[src/rtl/core/ria_pkg.sv]
package ria_pkg;

  localparam int MAX_POOL_INSTANCES = 16;
  localparam int NUM_CHANNELS       = 16;
  localparam int NUM_POOLS          = 4;
  localparam int COUNT_BITS_DEF     = 16;

  localparam int INST_BITS  = $clog2(MAX_POOL_INSTANCES);
  localparam int POOL_BITS  = $clog2(NUM_POOLS);
  localparam int CHAN_BITS  = $clog2(NUM_CHANNELS);
  localparam int CNT_BITS   = INST_BITS + 1;
  localparam int SLOT_BITS  = POOL_BITS + INST_BITS;
  localparam int NUM_SLOTS  = NUM_POOLS * MAX_POOL_INSTANCES;
  localparam int AFF_BITS   = CHAN_BITS + POOL_BITS;
  localparam int NUM_AFF    = NUM_CHANNELS * NUM_POOLS;
  localparam int IDX_BITS   = SLOT_BITS + 1;

  localparam int APB_ADDR_BITS = 4;
  localparam int APB_DATA_BITS = 32;

  typedef logic [2:0]           opcode_t;
  typedef logic [2:0]           status_t;
  typedef logic [POOL_BITS-1:0] pool_t;
  typedef logic [CHAN_BITS-1:0] chan_t;
  typedef logic [INST_BITS-1:0] inst_t;
  typedef logic [CNT_BITS-1:0]  size_t;
  typedef logic [1:0]           reg_idx_t;

  localparam opcode_t OP_CREATE  = 3'd0;
  localparam opcode_t OP_ALLOC   = 3'd1;
  localparam opcode_t OP_RELEASE = 3'd2;
  localparam opcode_t OP_REL_CH  = 3'd3;
  localparam opcode_t OP_SET_AFF = 3'd4;
  localparam opcode_t OP_CLR_AFF = 3'd5;

  localparam status_t ST_OK        = 3'd0;
  localparam status_t ST_NONE_FREE = 3'd1;
  localparam status_t ST_NO_POOL   = 3'd2;
  localparam status_t ST_UNKNOWN   = 3'd3;
  localparam status_t ST_MISMATCH  = 3'd4;
  localparam status_t ST_EXISTS    = 3'd5;

  localparam reg_idx_t REG_MODE = 2'd0;
  localparam reg_idx_t REG_INIT = 2'd1;
  localparam reg_idx_t REG_MAX  = 2'd2;
  localparam reg_idx_t REG_GROW = 2'd3;

  localparam logic [1:0] MODE_FIRST    = 2'd0;
  localparam logic [1:0] MODE_AFFINITY = 2'd2;

  function automatic size_t clamp_size(input size_t v);
    return (v > size_t'(MAX_POOL_INSTANCES)) ? size_t'(MAX_POOL_INSTANCES) : v;
  endfunction

endpackage

[src/rtl/core/resource_instance_allocator.sv]
// Resource instance allocator: keeps pools of interchangeable instances and serves one
// operation per input beat (create, allocate, release, release channel, set or clear
// affinity). Every input beat produces exactly one result beat.
// Input and output channels use valid/stall; a beat moves when valid is high and stall
// is low. The block takes one operation at a time and stalls its input while it works.
// Operations in steps: create zeroes every usage count of the new pool, allocate scans
// the pool's usage counts (an affinity hit skips the scan, a miss reads affinity first),
// release reads the owner table once, release channel reads the owner table once per
// slot, and affinity set/clear and refused or unknown operations go straight to the result.
// Allocation and release channel walk the usage-count and owner tables through their
// single read port, which the sequencer steps one entry per cycle.
// A finished result sits in the output register; the next operation is accepted while
// it waits. If the receiver stalls and a second result is finished, the block holds it
// and keeps its input stalled until the output register drains.
// Configuration is an APB-style port (registers at byte offsets 0, 4, 8, 12); the user
// must write it only while idle; the block does not enforce it. Synchronous reset clears
// pools, busy and affinity flags and restores register defaults; no clearing pass is needed.
module resource_instance_allocator #(
  parameter int COUNT_BITS = ria_pkg::COUNT_BITS_DEF
) (
  input  logic                              clk,
  input  logic                              rst,
  input  logic                              in_valid,
  output logic                              in_stall,
  input  ria_pkg::opcode_t                  opcode,
  input  ria_pkg::pool_t                    pool_type,
  input  ria_pkg::chan_t                    channel,
  input  ria_pkg::inst_t                    instance_id,
  output logic                              out_valid,
  input  logic                              out_stall,
  output ria_pkg::status_t                  status,
  output ria_pkg::inst_t                    granted_instance,
  output ria_pkg::size_t                    pool_size,
  output ria_pkg::size_t                    released_count,
  input  logic                              psel,
  input  logic                              penable,
  input  logic                              pwrite,
  input  logic [ria_pkg::APB_ADDR_BITS-1:0] paddr,
  input  logic [ria_pkg::APB_DATA_BITS-1:0] pwdata,
  output logic [ria_pkg::APB_DATA_BITS-1:0] prdata,
  output logic                              pready
);
  import ria_pkg::*;

  typedef enum logic [3:0] {
    S_IDLE, S_CLEAR, S_AFF_RD, S_AFF_CHK, S_SCAN, S_PICK_RD, S_PICK_WR,
    S_REL_RD, S_REL_WR, S_RCH, S_DONE
  } state_t;

  state_t state;

  // configuration
  logic [1:0] cfg_mode;
  size_t      cfg_init;
  size_t      cfg_max;
  logic       cfg_grow;
  reg_idx_t   reg_idx;
  logic       cfg_wr;

  // pool state
  logic [NUM_SLOTS-1:0] busy;
  logic [NUM_POOLS-1:0] present;
  size_t                cnt [NUM_POOLS];
  logic [NUM_AFF-1:0]   aff_vld;

  // tables
  logic [COUNT_BITS-1:0] use_mem [NUM_SLOTS];
  chan_t                 own_mem [NUM_SLOTS];
  inst_t                 aff_mem [NUM_AFF];
  logic [COUNT_BITS-1:0] use_rd;
  chan_t                 own_rd;
  inst_t                 aff_rd;

  logic                  use_we;
  logic [SLOT_BITS-1:0]  use_waddr;
  logic [SLOT_BITS-1:0]  use_raddr;
  logic [COUNT_BITS-1:0] use_wdata;
  logic [COUNT_BITS-1:0] use_base;
  logic [SLOT_BITS-1:0]  own_raddr;
  logic [SLOT_BITS-1:0]  pick_slot;
  logic                  aff_we;
  logic [AFF_BITS-1:0]   aff_waddr;
  logic [AFF_BITS-1:0]   aff_raddr;

  // operation in flight
  opcode_t op_r;
  pool_t   pool_r;
  chan_t   ch_r;
  inst_t   id_r;
  logic    have_r;
  status_t res_status;
  inst_t   res_granted;
  size_t   res_released;

  // scan bookkeeping
  logic [IDX_BITS-1:0]   idx;
  logic                  cmp_vld;
  logic [SLOT_BITS-1:0]  cmp_idx;
  logic                  found;
  inst_t                 best_idx;
  logic [COUNT_BITS-1:0] best_use;
  logic                  pick_new;

  logic                  accept;
  logic                  scan_issue;
  logic                  scan_take;
  pool_t                 rch_pool;
  inst_t                 rch_inst;
  logic                  rch_hit;
  logic                  aff_hit;

  assign accept   = in_valid && !in_stall;
  assign in_stall = (state != S_IDLE);

  // ---------------- configuration port ----------------
  assign pready  = 1'b1;
  assign reg_idx = paddr[3:2];
  assign cfg_wr  = psel && penable && pwrite && pready;

  always_comb begin
    prdata = '0;
    case (reg_idx)
      REG_MODE: prdata = APB_DATA_BITS'(cfg_mode);
      REG_INIT: prdata = APB_DATA_BITS'(cfg_init);
      REG_MAX:  prdata = APB_DATA_BITS'(cfg_max);
      REG_GROW: prdata = APB_DATA_BITS'(cfg_grow);
      default:  prdata = '0;
    endcase
  end

  always_ff @(posedge clk) begin
    if (rst) begin
      cfg_mode <= 2'd1;
      cfg_init <= size_t'(2);
      cfg_max  <= size_t'(8);
      cfg_grow <= 1'b1;
    end else if (cfg_wr) begin
      case (reg_idx)
        REG_MODE: cfg_mode <= pwdata[1:0];
        REG_INIT: cfg_init <= pwdata[CNT_BITS-1:0];
        REG_MAX:  cfg_max  <= pwdata[CNT_BITS-1:0];
        REG_GROW: cfg_grow <= pwdata[0];
        default:  cfg_mode <= cfg_mode;
      endcase
    end
  end

  // ---------------- table ports ----------------
  assign pick_slot = {pool_r, best_idx};
  assign use_base  = pick_new ? '0 : use_rd;
  assign use_we    = (state == S_CLEAR) || (state == S_PICK_WR);
  assign use_waddr = (state == S_CLEAR) ? {pool_r, idx[INST_BITS-1:0]} : pick_slot;
  assign use_wdata = (state == S_CLEAR) ? '0 :
                     ((use_base == '1) ? use_base : use_base + COUNT_BITS'(1));
  assign use_raddr = (state == S_SCAN) ? {pool_r, idx[INST_BITS-1:0]} : pick_slot;
  assign own_raddr = (state == S_RCH) ? idx[SLOT_BITS-1:0] : {pool_r, id_r};
  assign aff_we    = accept && (opcode == OP_SET_AFF);
  assign aff_waddr = {channel, pool_type};
  assign aff_raddr = {ch_r, pool_r};

  always_ff @(posedge clk) begin
    if (use_we) use_mem[use_waddr] <= use_wdata;
    use_rd <= use_mem[use_raddr];
  end

  always_ff @(posedge clk) begin
    if (state == S_PICK_WR) own_mem[pick_slot] <= ch_r;
    own_rd <= own_mem[own_raddr];
  end

  always_ff @(posedge clk) begin
    if (aff_we) aff_mem[aff_waddr] <= instance_id;
    aff_rd <= aff_mem[aff_raddr];
  end

  // ---------------- scan helpers ----------------
  assign scan_issue = (idx < IDX_BITS'(cnt[pool_r]));
  assign scan_take  = cmp_vld && !busy[cmp_idx] &&
                      (!found || ((cfg_mode != MODE_FIRST) && (use_rd < best_use)));
  assign rch_pool   = cmp_idx[SLOT_BITS-1:INST_BITS];
  assign rch_inst   = cmp_idx[INST_BITS-1:0];
  assign rch_hit    = cmp_vld && present[rch_pool] && ({1'b0, rch_inst} < cnt[rch_pool]) &&
                      busy[cmp_idx] && (own_rd == ch_r);
  assign aff_hit    = aff_vld[{ch_r, pool_r}] && ({1'b0, aff_rd} < cnt[pool_r]) &&
                      !busy[{pool_r, aff_rd}];

  // ---------------- sequencer ----------------
  always_ff @(posedge clk) begin
    if (rst) begin
      state     <= S_IDLE;
      out_valid <= 1'b0;
      busy      <= '0;
      present   <= '0;
      aff_vld   <= '0;
      cmp_vld   <= 1'b0;
      for (int q = 0; q < NUM_POOLS; q++) cnt[q] <= '0;
    end else begin
      if (out_valid && !out_stall && (state != S_DONE)) out_valid <= 1'b0;

      case (state)
        S_IDLE: begin
          if (accept) begin
            op_r         <= opcode;
            pool_r       <= pool_type;
            ch_r         <= channel;
            id_r         <= instance_id;
            have_r       <= present[pool_type];
            res_granted  <= '0;
            res_released <= '0;
            idx          <= '0;
            cmp_vld      <= 1'b0;
            found        <= 1'b0;
            pick_new     <= 1'b0;
            case (opcode)
              OP_CREATE: begin
                if (present[pool_type]) begin
                  res_status <= ST_EXISTS;
                  state      <= S_DONE;
                end else begin
                  present[pool_type] <= 1'b1;
                  cnt[pool_type]     <= clamp_size(cfg_init);
                  for (int i = 0; i < MAX_POOL_INSTANCES; i++)
                    busy[{pool_type, INST_BITS'(i)}] <= 1'b0;
                  res_status <= ST_OK;
                  state      <= S_CLEAR;
                end
              end
              OP_ALLOC: begin
                if (!present[pool_type]) begin
                  res_status <= ST_NO_POOL;
                  state      <= S_DONE;
                end else if (cfg_mode == MODE_AFFINITY) begin
                  res_status <= ST_OK;
                  state      <= S_AFF_RD;
                end else begin
                  res_status <= ST_OK;
                  state      <= S_SCAN;
                end
              end
              OP_RELEASE: begin
                if (!present[pool_type]) begin
                  res_status <= ST_NO_POOL;
                  state      <= S_DONE;
                end else if ({1'b0, instance_id} >= cnt[pool_type]) begin
                  res_status <= ST_UNKNOWN;
                  state      <= S_DONE;
                end else begin
                  res_status <= ST_OK;
                  state      <= S_REL_RD;
                end
              end
              OP_REL_CH: begin
                res_status <= ST_OK;
                state      <= S_RCH;
              end
              OP_SET_AFF: begin
                aff_vld[{channel, pool_type}] <= 1'b1;
                res_status <= ST_OK;
                state      <= S_DONE;
              end
              OP_CLR_AFF: begin
                for (int q = 0; q < NUM_POOLS; q++)
                  aff_vld[{channel, POOL_BITS'(q)}] <= 1'b0;
                res_status <= ST_OK;
                state      <= S_DONE;
              end
              default: begin
                res_status <= ST_OK;
                state      <= S_DONE;
              end
            endcase
          end
        end

        // zero the new pool's usage counts, one entry a cycle
        S_CLEAR: begin
          idx <= idx + IDX_BITS'(1);
          if (idx == IDX_BITS'(MAX_POOL_INSTANCES - 1)) state <= S_DONE;
        end

        S_AFF_RD: state <= S_AFF_CHK;

        S_AFF_CHK: begin
          if (aff_hit) begin
            best_idx <= aff_rd;
            state    <= S_PICK_RD;
          end else begin
            state <= S_SCAN;
          end
        end

        S_SCAN: begin
          if (scan_issue) begin
            cmp_vld <= 1'b1;
            cmp_idx <= {pool_r, idx[INST_BITS-1:0]};
            idx     <= idx + IDX_BITS'(1);
          end else begin
            cmp_vld <= 1'b0;
          end
          if (scan_take) begin
            found    <= 1'b1;
            best_idx <= cmp_idx[INST_BITS-1:0];
            best_use <= use_rd;
          end
          if (!scan_issue && !cmp_vld) begin
            if (found) begin
              state <= S_PICK_RD;
            end else if (cfg_grow && (cnt[pool_r] < clamp_size(cfg_max))) begin
              // grow by one fresh instance and hand it out
              best_idx    <= cnt[pool_r][INST_BITS-1:0];
              pick_new    <= 1'b1;
              cnt[pool_r] <= cnt[pool_r] + size_t'(1);
              state       <= S_PICK_RD;
            end else begin
              res_status <= ST_NONE_FREE;
              state      <= S_DONE;
            end
          end
        end

        S_PICK_RD: state <= S_PICK_WR;

        S_PICK_WR: begin
          busy[pick_slot] <= 1'b1;
          res_granted     <= best_idx;
          state           <= S_DONE;
        end

        S_REL_RD: state <= S_REL_WR;

        S_REL_WR: begin
          if (!busy[{pool_r, id_r}] || (own_rd != ch_r)) res_status <= ST_MISMATCH;
          busy[{pool_r, id_r}] <= 1'b0;
          state <= S_DONE;
        end

        // walk every slot of every pool, freeing the channel's instances
        S_RCH: begin
          if (idx < IDX_BITS'(NUM_SLOTS)) begin
            cmp_vld <= 1'b1;
            cmp_idx <= idx[SLOT_BITS-1:0];
            idx     <= idx + IDX_BITS'(1);
          end else begin
            cmp_vld <= 1'b0;
          end
          if (rch_hit) begin
            busy[cmp_idx] <= 1'b0;
            if (res_released != '1) res_released <= res_released + size_t'(1);
          end
          if ((idx == IDX_BITS'(NUM_SLOTS)) && !cmp_vld) state <= S_DONE;
        end

        // hold the result until the output register is free
        S_DONE: begin
          if (!out_valid || !out_stall) begin
            out_valid        <= 1'b1;
            status           <= res_status;
            granted_instance <= res_granted;
            pool_size        <= have_r ? cnt[pool_r] : '0;
            released_count   <= res_released;
            state            <= S_IDLE;
          end
        end

        default: state <= S_IDLE;
      endcase
    end
  end

  // ---------------- assertions ----------------
  a_result_from_done: assert property (@(posedge clk) disable iff (rst)
    $rose(out_valid) |-> $past(state == S_DONE))
    else $error("result beat appeared without a finished operation");

  a_grant_in_pool: assert property (@(posedge clk) disable iff (rst)
    (state == S_PICK_WR) |-> ({1'b0, best_idx} < cnt[pool_r]))
    else $error("granted instance lies outside the pool");

  a_released_only_rch: assert property (@(posedge clk) disable iff (rst)
    ((state == S_DONE) && (res_released != '0)) |-> (op_r == OP_REL_CH))
    else $error("released count set by an operation other than release channel");

  a_grant_was_free: assert property (@(posedge clk) disable iff (rst)
    (state == S_PICK_WR) |-> !busy[pick_slot])
    else $error("allocation picked a busy instance");

endmodule
[config.mk]
export PLATFORM = sky130hd
export DESIGN_NAME = resource_instance_allocator
export DESIGN_NICKNAME = d
export VERILOG_FILES = /design/src/rtl/core/ria_pkg.sv /design/src/rtl/core/resource_instance_allocator.sv
export SDC_FILE = /design/constraint.sdc
export NUM_CORES = 2
export LEC_CHECK = 0
export ABC_AREA = 1
export BUFFER_PORTS_ARGS = -buffer_cell sky130_fd_sc_hd__buf_2
export CORE_MARGIN = 8
export CORE_UTILIZATION = 35
export CTS_CLUSTER_DIAMETER = 100
export CTS_CLUSTER_SIZE = 14
export DETAILED_ROUTE_END_ITERATION = 7
export PLACE_DENSITY = 0.48
export SETUP_SLACK_MARGIN = 0.1
export SKIP_LAST_GASP = 1
export SYNTH_ARGS = -nofsm -noshare
export SYNTH_HDL_FRONTEND = slang
export SYNTH_SLANG_ARGS = --single-unit
[constraint.sdc]
create_clock -name clk -period 6.46 [get_ports clk]
set_clock_uncertainty 0.1 [all_clocks]
set_input_delay 1.292 -clock clk [delete_from_list [all_inputs] [get_ports clk]]
set_output_delay 1.292 -clock clk [all_outputs]
set_load 0.05 [all_outputs]
# Word-level counts from Yosys, hierarchy flattened
# Memory sizes are Yosys's and may differ from the RTL's. A register that Yosys moved wholly into a read port is not among the register bits.
# Cells that the tools add are included.
dict set report op_classes {
  addsub 4
  order_cmp 62
  n_eq_ne 43
  mux 163
  n_bitwise 49
  n_reduce_logical 94
}
# operator n
set ops {}
lappend ops {{AND 64 bit} 22}
lappend ops {{two-way mux 64 bit} 4}
lappend ops {{inverter 64 bit} 4}
lappend ops {{case mux 64 bit (4 select lines)} 1}
lappend ops {{less-than comparator 6 x 7 -> 1 bit (second input constant)} 26}
lappend ops {{>= comparator 6 x 1 -> 1 bit (second input constant)} 24}
lappend ops {{inverter 61 -> 64 bit} 2}
lappend ops {{inverter 62 -> 64 bit} 2}
lappend ops {{inverter 63 -> 64 bit} 2}
lappend ops {{OR 64 bit} 2}
lappend ops {{case mux 32 bit (4 select lines)} 1}
lappend ops {{case mux 64 bit (2 select lines)} 1}
lappend ops {{two-way mux 4 bit} 19}
lappend ops {{two-way mux 1 bit} 64}
lappend ops {{inverter 49 -> 64 bit} 1}
lappend ops {{inverter 50 -> 64 bit} 1}
lappend ops {{inverter 51 -> 64 bit} 1}
lappend ops {{inverter 52 -> 64 bit} 1}
lappend ops {{inverter 53 -> 64 bit} 1}
lappend ops {{inverter 54 -> 64 bit} 1}
lappend ops {{inverter 55 -> 64 bit} 1}
lappend ops {{inverter 56 -> 64 bit} 1}
lappend ops {{inverter 57 -> 64 bit} 1}
lappend ops {{inverter 58 -> 64 bit} 1}
lappend ops {{71 further kinds} 231}
dict set report totals {
  ff_bits 226
  ramBits 1556
  input_bits 56
  output_inout_bits 52
  word_cells 446
  mem_count 4
}
# name words word_bits read_ports rd_clocked_by_memory_dff wr line
set memory_table {}
lappend memory_table {use_mem 64 16 1 1 1 resource_instance_allocator.sv:67} ;# logic [COUNT_BITS-1:0] use_mem [NUM_SLOTS];
lappend memory_table {aff_mem 64 4 1 1 1 resource_instance_allocator.sv:69} ;# inst_t aff_mem [NUM_AFF];
lappend memory_table {own_mem 64 4 1 1 1 resource_instance_allocator.sv:68} ;# chan_t own_mem [NUM_SLOTS];
lappend memory_table {cnt 4 5 3 2 4 resource_instance_allocator.sv:63} ;# size_t cnt [NUM_POOLS];

# Longest topological paths before layout
dict set report logic_depth {
  ltp_word 25
  mapped_depth 24
  mapped_depth_nobuf 22
}

# Worst setup path before layout
# Ideal clock, no wire load.
dict set report synth_timing {
  kind {register -> register}
  start {register pick_new}
  end {memory use_mem[0][7] in the netlist's numbering (data pin)}
  setup_time_ns 0.681
  arrival_time_ns 4.149
  required_time_ns 5.679
  slack_ns 1.530
  path_stages_with_launch 12
  path_buffers 1
  period_less_slack_ns 4.930
  path_cell_list {edfxtp_1 -> buf_2 -> nor2_1 -> ha_1 -> nand2_1 -> nor2_1 -> nand2_1 -> nor2_1 -> nand2_1 -> nand3_1 -> nor4_1 -> nor3_1}
}
dict set report synth_between {
  elab_chain_cells 4
  elab_cells_between_ends 5
  classes_between {add/sub (1); eq/ne (1); mux (3)}
}
# element line
set synth_rtl {}
lappend synth_rtl {{start, declared} resource_instance_allocator.sv:102} ;# logic pick_new;
lappend synth_rtl {{start signal, assigned} resource_instance_allocator.sv:213} ;# pick_new <= 1'b0;
lappend synth_rtl {{start signal, assigned} resource_instance_allocator.sv:311} ;# pick_new <= 1'b1;
lappend synth_rtl {{two-way mux 16 bit *} resource_instance_allocator.sv:150} ;# assign use_base = pick_new ? '0 : use_rd;
lappend synth_rtl {{adder 16 x 1 -> 16 bit / == test 16 bit (equally long branches)} resource_instance_allocator.sv:154} ;# ((use_base == '1) ? use_base : use_base + COUNT_BITS'(1));
lappend synth_rtl {{two-way mux 16 bit *} resource_instance_allocator.sv:154}
lappend synth_rtl {{two-way mux 16 bit *} resource_instance_allocator.sv:153} ;# assign use_wdata = (state == S_CLEAR) ? '0 :
lappend synth_rtl {{named net use_wdata[7]} resource_instance_allocator.sv:77} ;# logic [COUNT_BITS-1:0] use_wdata;
lappend synth_rtl {{end, declared} resource_instance_allocator.sv:67}
# The timed path passes the listed nets; every way through them passes the cells marked *.

# Worst setup path after layout
dict set report layout_timing {
  start {register state[0]}
  end {memory use_mem[61][12] in the netlist's numbering (enable)}
}
dict set report layout_between {
  elab_chain_cells 4
  elab_cells_between_ends 6
  classes_between {eq/ne (2); mux (3); reduce/logical (1)}
}
# element line
set layout_rtl {}
lappend layout_rtl {{start, declared} resource_instance_allocator.sv:50} ;# state_t state;
lappend layout_rtl {{start signal, assigned} resource_instance_allocator.sv:190} ;# state <= S_IDLE;
lappend layout_rtl {{start signal, assigned} resource_instance_allocator.sv:218} ;# state <= S_DONE;
lappend layout_rtl {{start signal, assigned} resource_instance_allocator.sv:225} ;# state <= S_CLEAR;
lappend layout_rtl {{== test 4 x 1 -> 1 bit / == test 4 x 3 -> 1 bit (equally long branches)} {resource_instance_allocator.sv:151, resource_instance_allocator.sv:152}}
lappend layout_rtl {{logical OR 1 bit} resource_instance_allocator.sv:151} ;# assign use_we = (state == S_CLEAR) || (state == S_PICK_WR);
lappend layout_rtl {{two-way mux 1 bit} resource_instance_allocator.sv:162} ;# if (use_we) use_mem[use_waddr] <= use_wdata;
lappend layout_rtl {{two-way mux 1 bit (implied by the code)} resource_instance_allocator.sv:162}
# Parallel ways exist; a longest one is shown, timed or not.

==> impl_metrics.xml <==
<?xml version="1.0" encoding="UTF-8"?>
<metrics>
  <group name="status">
    <metric name="outcome" unit="">complete, no violations</metric>
  </group>
  <group name="worst_setup_path">
    <metric name="worstPathMaxFanout" unit="">22</metric>
    <metric name="worstReg2RegStart" unit="">state[0]</metric>
    <metric name="cp_slowest_cell" unit="">nor2_1</metric>
    <metric name="worst_setup_ep_type" unit="">flop</metric>
    <metric name="cp_cell_sequence" unit="">inv_2 -&gt; nor2_1 -&gt; inv_1 -&gt; nor2_2 -&gt; inv_1 -&gt; buf_4 -&gt; o21ai_0 -&gt; inv_1 -&gt; nor2_1 -&gt; nand2_1 -&gt; nor2_1 -&gt; buf_4</metric>
    <metric name="slowest_delay" unit="ps">730</metric>
    <metric name="critPathLaunchType" unit="">flop</metric>
    <metric name="r2r-end" unit="">use_mem[61][12]</metric>
    <metric name="r2r.worst_path.cells" unit="">12</metric>
    <metric name="critPathRequiredTime" unit="ps">6820</metric>
    <metric name="worstPathArrival" unit="ps">4920</metric>
    <metric name="reg2reg_slack" unit="ps">1900</metric>
    <metric name="worst-setup-path-type" unit="">flop to flop</metric>
  </group>
  <group name="clock_network">
    <metric name="cts_max_path_buffers" unit="">3</metric>
    <metric name="clock_sinks" unit="">1810</metric>
    <metric name="clock_tree_from_tritoncts" unit="">done</metric>
    <metric name="clkSlewWorstSetupHoldPaths" unit="ps">80</metric>
    <metric name="cts_root_buf" unit="">clkbuf_16</metric>
    <metric name="holdBufCountCts" unit="">0</metric>
    <metric name="clock_latency" unit="ps">800</metric>
    <metric name="cts_post_setup_buffers_inserted" unit="">0</metric>
    <metric name="tritoncts.num_buffers" unit="">148</metric>
    <metric name="htree_num_levels" unit="">4</metric>
    <metric name="post_cts_resized" unit="">0</metric>
  </group>
  <group name="floorplan">
    <metric name="die_w" unit="um">492</metric>
    <metric name="dieArea" unit="mm^2">0.242</metric>
    <metric name="core-area" unit="mm^2">0.225</metric>
    <metric name="boundary_pin_count" unit="">108</metric>
    <metric name="start_util" unit="">0.352</metric>
    <metric name="die_y" unit="um">492</metric>
    <metric name="floorplan.rows" unit="">174</metric>
  </group>
  <group name="synthesis">
    <metric name="post_synth_num_cell_types" unit="">55</metric>
    <metric name="yosys.area.top_type" unit="">edfxtp_1</metric>
    <metric name="synth_ff_type" unit="">edfxtp_1</metric>
    <metric name="synth_fa_ha_area_frac" unit="">0.00617</metric>
    <metric name="flip_flop_and_latch_count_after_synthesis" unit="">1810</metric>
    <metric name="post_synth_top_area_share" unit="">0.619</metric>
    <metric name="async_flop_share" unit="">0</metric>
    <metric name="synth.area.mux_share" unit="">0</metric>
    <metric name="synth.area.top_cells" unit="">edfxtp_1, nand2_1, o21ai_0</metric>
    <metric name="synth.yosys.seq_area_share" unit="">0.664</metric>
    <metric name="synth_compound_gate_area_share" unit="">0.123</metric>
    <metric name="synth.yosys.warnings" unit="">0</metric>
    <metric name="synth.avg_cell_area" unit="um^2">10.8</metric>
    <metric name="synth_xor_area_frac" unit="">0.000996</metric>
    <metric name="syn_inst" unit="">7350</metric>
    <metric name="post_synth_and_or_nand_nor_area_fraction" unit="">0.150</metric>
    <metric name="synth_area" unit="mm^2">0.0791</metric>
    <metric name="synth_top_family_by_area" unit="">simple AND/OR/NAND/NOR gates</metric>
    <metric name="synth-edff-count" unit="">1631</metric>
  </group>
  <group name="sta">
    <metric name="worst_slew_pin_slew" unit="ps">1400</metric>
    <metric name="hold_viol" unit="">0</metric>
    <metric name="tns" unit="ps">0</metric>
    <metric name="min_setup_slack_post_route" unit="ps">1900</metric>
    <metric name="min_period" unit="ps">4560</metric>
    <metric name="count_of_final_max_slew_check_failures" unit="">0</metric>
    <metric name="slew_headroom" unit="">0.0665</metric>
    <metric name="layout_worst_path_cycle_share" unit="">0.706</metric>
    <metric name="final.hold.worst_slack" unit="ps">324</metric>
    <metric name="timing.final.setup_violations" unit="">0</metric>
    <metric name="rsz_0062_raised_after_global_routing" unit="">no</metric>
    <metric name="fmax" unit="MHz">219</metric>
  </group>
  <group name="route">
    <metric name="drc_errors" unit="">0</metric>
    <metric name="drt-initial-drc-count" unit="">5486</metric>
    <metric name="route.detailed.vias_per_inst" unit="">5.34</metric>
    <metric name="routed.top_layer" unit="">met4</metric>
    <metric name="vias" unit="">55400</metric>
    <metric name="number_of_antenna_violating_nets_in_the_routed_design" unit="">0</metric>
    <metric name="wire_length_reported_by_the_detailed_router" unit="mm">250</metric>
    <metric name="wl_met2" unit="mm">115</metric>
    <metric name="post_drt_wl_per_cell" unit="um">24.1</metric>
    <metric name="wl_met3" unit="mm">14.6</metric>
    <metric name="routed_met1_length" unit="mm">112</metric>
    <metric name="drtPass1Iterations" unit="">6</metric>
  </group>
  <group name="place">
    <metric name="preCtsSetupSlack" unit="ps">1900</metric>
    <metric name="dp.final_hpwl" unit="mm">149</metric>
    <metric name="placement.cell_area" unit="mm^2">0.0829</metric>
    <metric name="port-buffer-count" unit="">50</metric>
    <metric name="globalplace.congestion" unit="">0.944</metric>
  </group>
  <group name="finish">
    <metric name="layout.filler_cells" unit="">21900</metric>
    <metric name="final_layout_size_suffix_gt1_frac" unit="">0.0715</metric>
    <metric name="final_net_count" unit="">7401</metric>
    <metric name="layout-area-overhead-vs-synth" unit="%">10.1</metric>
    <metric name="stdcell_area" unit="mm^2">0.0871</metric>
    <metric name="finish.utilization" unit="">0.387</metric>
  </group>
  <group name="global_route">
    <metric name="first_pass_grt_wire_length" unit="mm">365</metric>
    <metric name="first_global_vias" unit="">53200</metric>
    <metric name="grt_max_degree" unit="">141</metric>
    <metric name="globalRoute.totalOverflow" unit="">0</metric>
    <metric name="globalRouteTotalUtil" unit="">0.199</metric>
    <metric name="antenna_found_initial" unit="">10</metric>
  </group>
  <group name="worst_hold_path">
    <metric name="hold_path_depth" unit="">0</metric>
    <metric name="hold_path_start" unit="">res_granted[3]</metric>
    <metric name="min_delay_worst_endpoint" unit="">granted_instance[3]</metric>
    <metric name="timing.hold.worst.class" unit="">flop to flop</metric>
  </group>
  <group name="power_and_ir_drop">
    <metric name="leakage" unit="nW">30.5</metric>
    <metric name="worst_ir_drop_vdd" unit="mV">0.221</metric>
    <metric name="power_per_cell_area" unit="mW/mm^2">309</metric>
  </group>
  <group name="job">
    <metric name="timing.max_cap.violations" unit="">0</metric>
  </group>
</metrics>
[flip-flops by register name, summed over array words and instances (netlist names), 5 cells and up, named ones only]
| name | count |
|---|---|
| pool_size | 5 |
| cnt | 20 |
| own_mem | 256 |
| aff_mem | 256 |
| cfg_max | 5 |
| use_rd | 16 |
| released_count | 5 |
| busy | 64 |
| aff_vld | 64 |
| res_released | 5 |
| cmp_idx | 6 |
| cfg_init | 5 |
| use_mem | 1024 |
| best_use | 16 |
| idx | 7 |
[final cells by class]
cell class | count | area, um^2 | area share
Antenna cell | 9 | 22.5 | 0.000258
Clock buffer | 198 | 3930 | 0.0451
Clock inverter | 15 | 253 | 0.00290
Inverter | 591 | 2230 | 0.0256
Multi-Input combinational cell | 4526 | 22600 | 0.260
Sequential cell | 1810 | 52600 | 0.603
Tap cell | 2992 | 3740 | 0.0430
Timing Repair Buffer | 229 | 1780 | 0.0204
[layer usage]
metal  vias to the layer above  global-route usage
li1                      25700                   -
met1                     27500               0.280
met2                      1715               0.319
met3                       357              0.0289
met4                         0              0.0614
met5                         -                   0
[cell usage in the layout (no fill, tap or decap), types with 68 or more instances in the layout]
master and count:
buf_4 164, nor3_1 96, nand3_1 564, a21oi_1 178, nor2_1 728, o21ai_1 68
nand2_1 1229, o21bai_1 150, edfxtp_1 1631, inv_1 555, o211ai_1 231, dfxtp_1 179
a22oi_1 89, clkbuf_16 150, o21ai_0 793
[kinds of logic after synthesis]
kind of cell / Yosys count
AOI/OAI and AO/OA: 1635
xor gates and xnor gates: 9
adders and majority gates: 39
buffers and inverters: 1040
DFF: 1810
other: 2
and+or+nand+nor: 2815
[worst max-delay path: cells and delay by family, from the launching register on]
family,cells,cell delay (ps)
AOI/OAI and AO/OA,1,620
buffers and inverters,6,1010
DFF,1,420
and+or+nand+nor,5,2040
[synthesized netlist by cell type, types with 3 or more instances]
| master | n |
|---|---|
| o21bai_1 | 150 |
| o21ai_2 | 5 |
| nor2_4 | 4 |
| xor2_1 | 6 |
| edfxtp_1 | 1631 |
| o221ai_1 | 52 |
| o31ai_1 | 7 |
| a41oi_1 | 4 |
| clkbuf_1 | 164 |
| nand3_1 | 564 |
| nand2_1 | 1231 |
| or2_2 | 24 |
| buf_1 | 52 |
| o21ai_1 | 69 |
| clkinv_1 | 9 |
| nor2_2 | 7 |
| nor3_1 | 97 |
| a221oi_1 | 4 |
| o211ai_1 | 231 |
| nand2_2 | 7 |
| clkbuf_2 | 5 |
| buf_4 | 51 |
| nand3b_1 | 64 |
| nand4_1 | 36 |
| o21ai_0 | 794 |
| a21oi_1 | 185 |
| nor2_1 | 767 |
| dfxtp_1 | 179 |
| buf_6 | 7 |
| a31oi_1 | 3 |
| o2111ai_1 | 6 |
| o22ai_1 | 27 |
| inv_1 | 562 |
| buf_2 | 170 |
| nor3b_1 | 3 |
| ha_1 | 39 |
| xnor2_1 | 3 |
| a22oi_1 | 89 |
| inv_2 | 20 |
[how the worst max path moves through the flow]
stage,start,end,cells past startpoint
floorplan,pick_new,use_mem[0][7],11
global placement,state[0],use_mem[61][8],12
detailed placement,state[0],use_mem[21][10],11
CTS,state[0],use_mem[21][2],11
global route,state[0],use_mem[21][10],11
finish,state[0],use_mem[61][12],12
[metrics by stage]
stage                     total power, mW  instances
after floorplan                      16.7       7376
after global placement               18.6      10100
after detailed placement             18.7      10100
after CTS                            27.2      10400
after global routing                 28.0      10400
final                                27.0      10400
[power breakdown]
part	switching, mW	internal [mW]
registers	0.204	13.5
clock network	4.26	4.28
logic	3.57	1.13
Note: power is estimated with default switching activity, not from simulation.
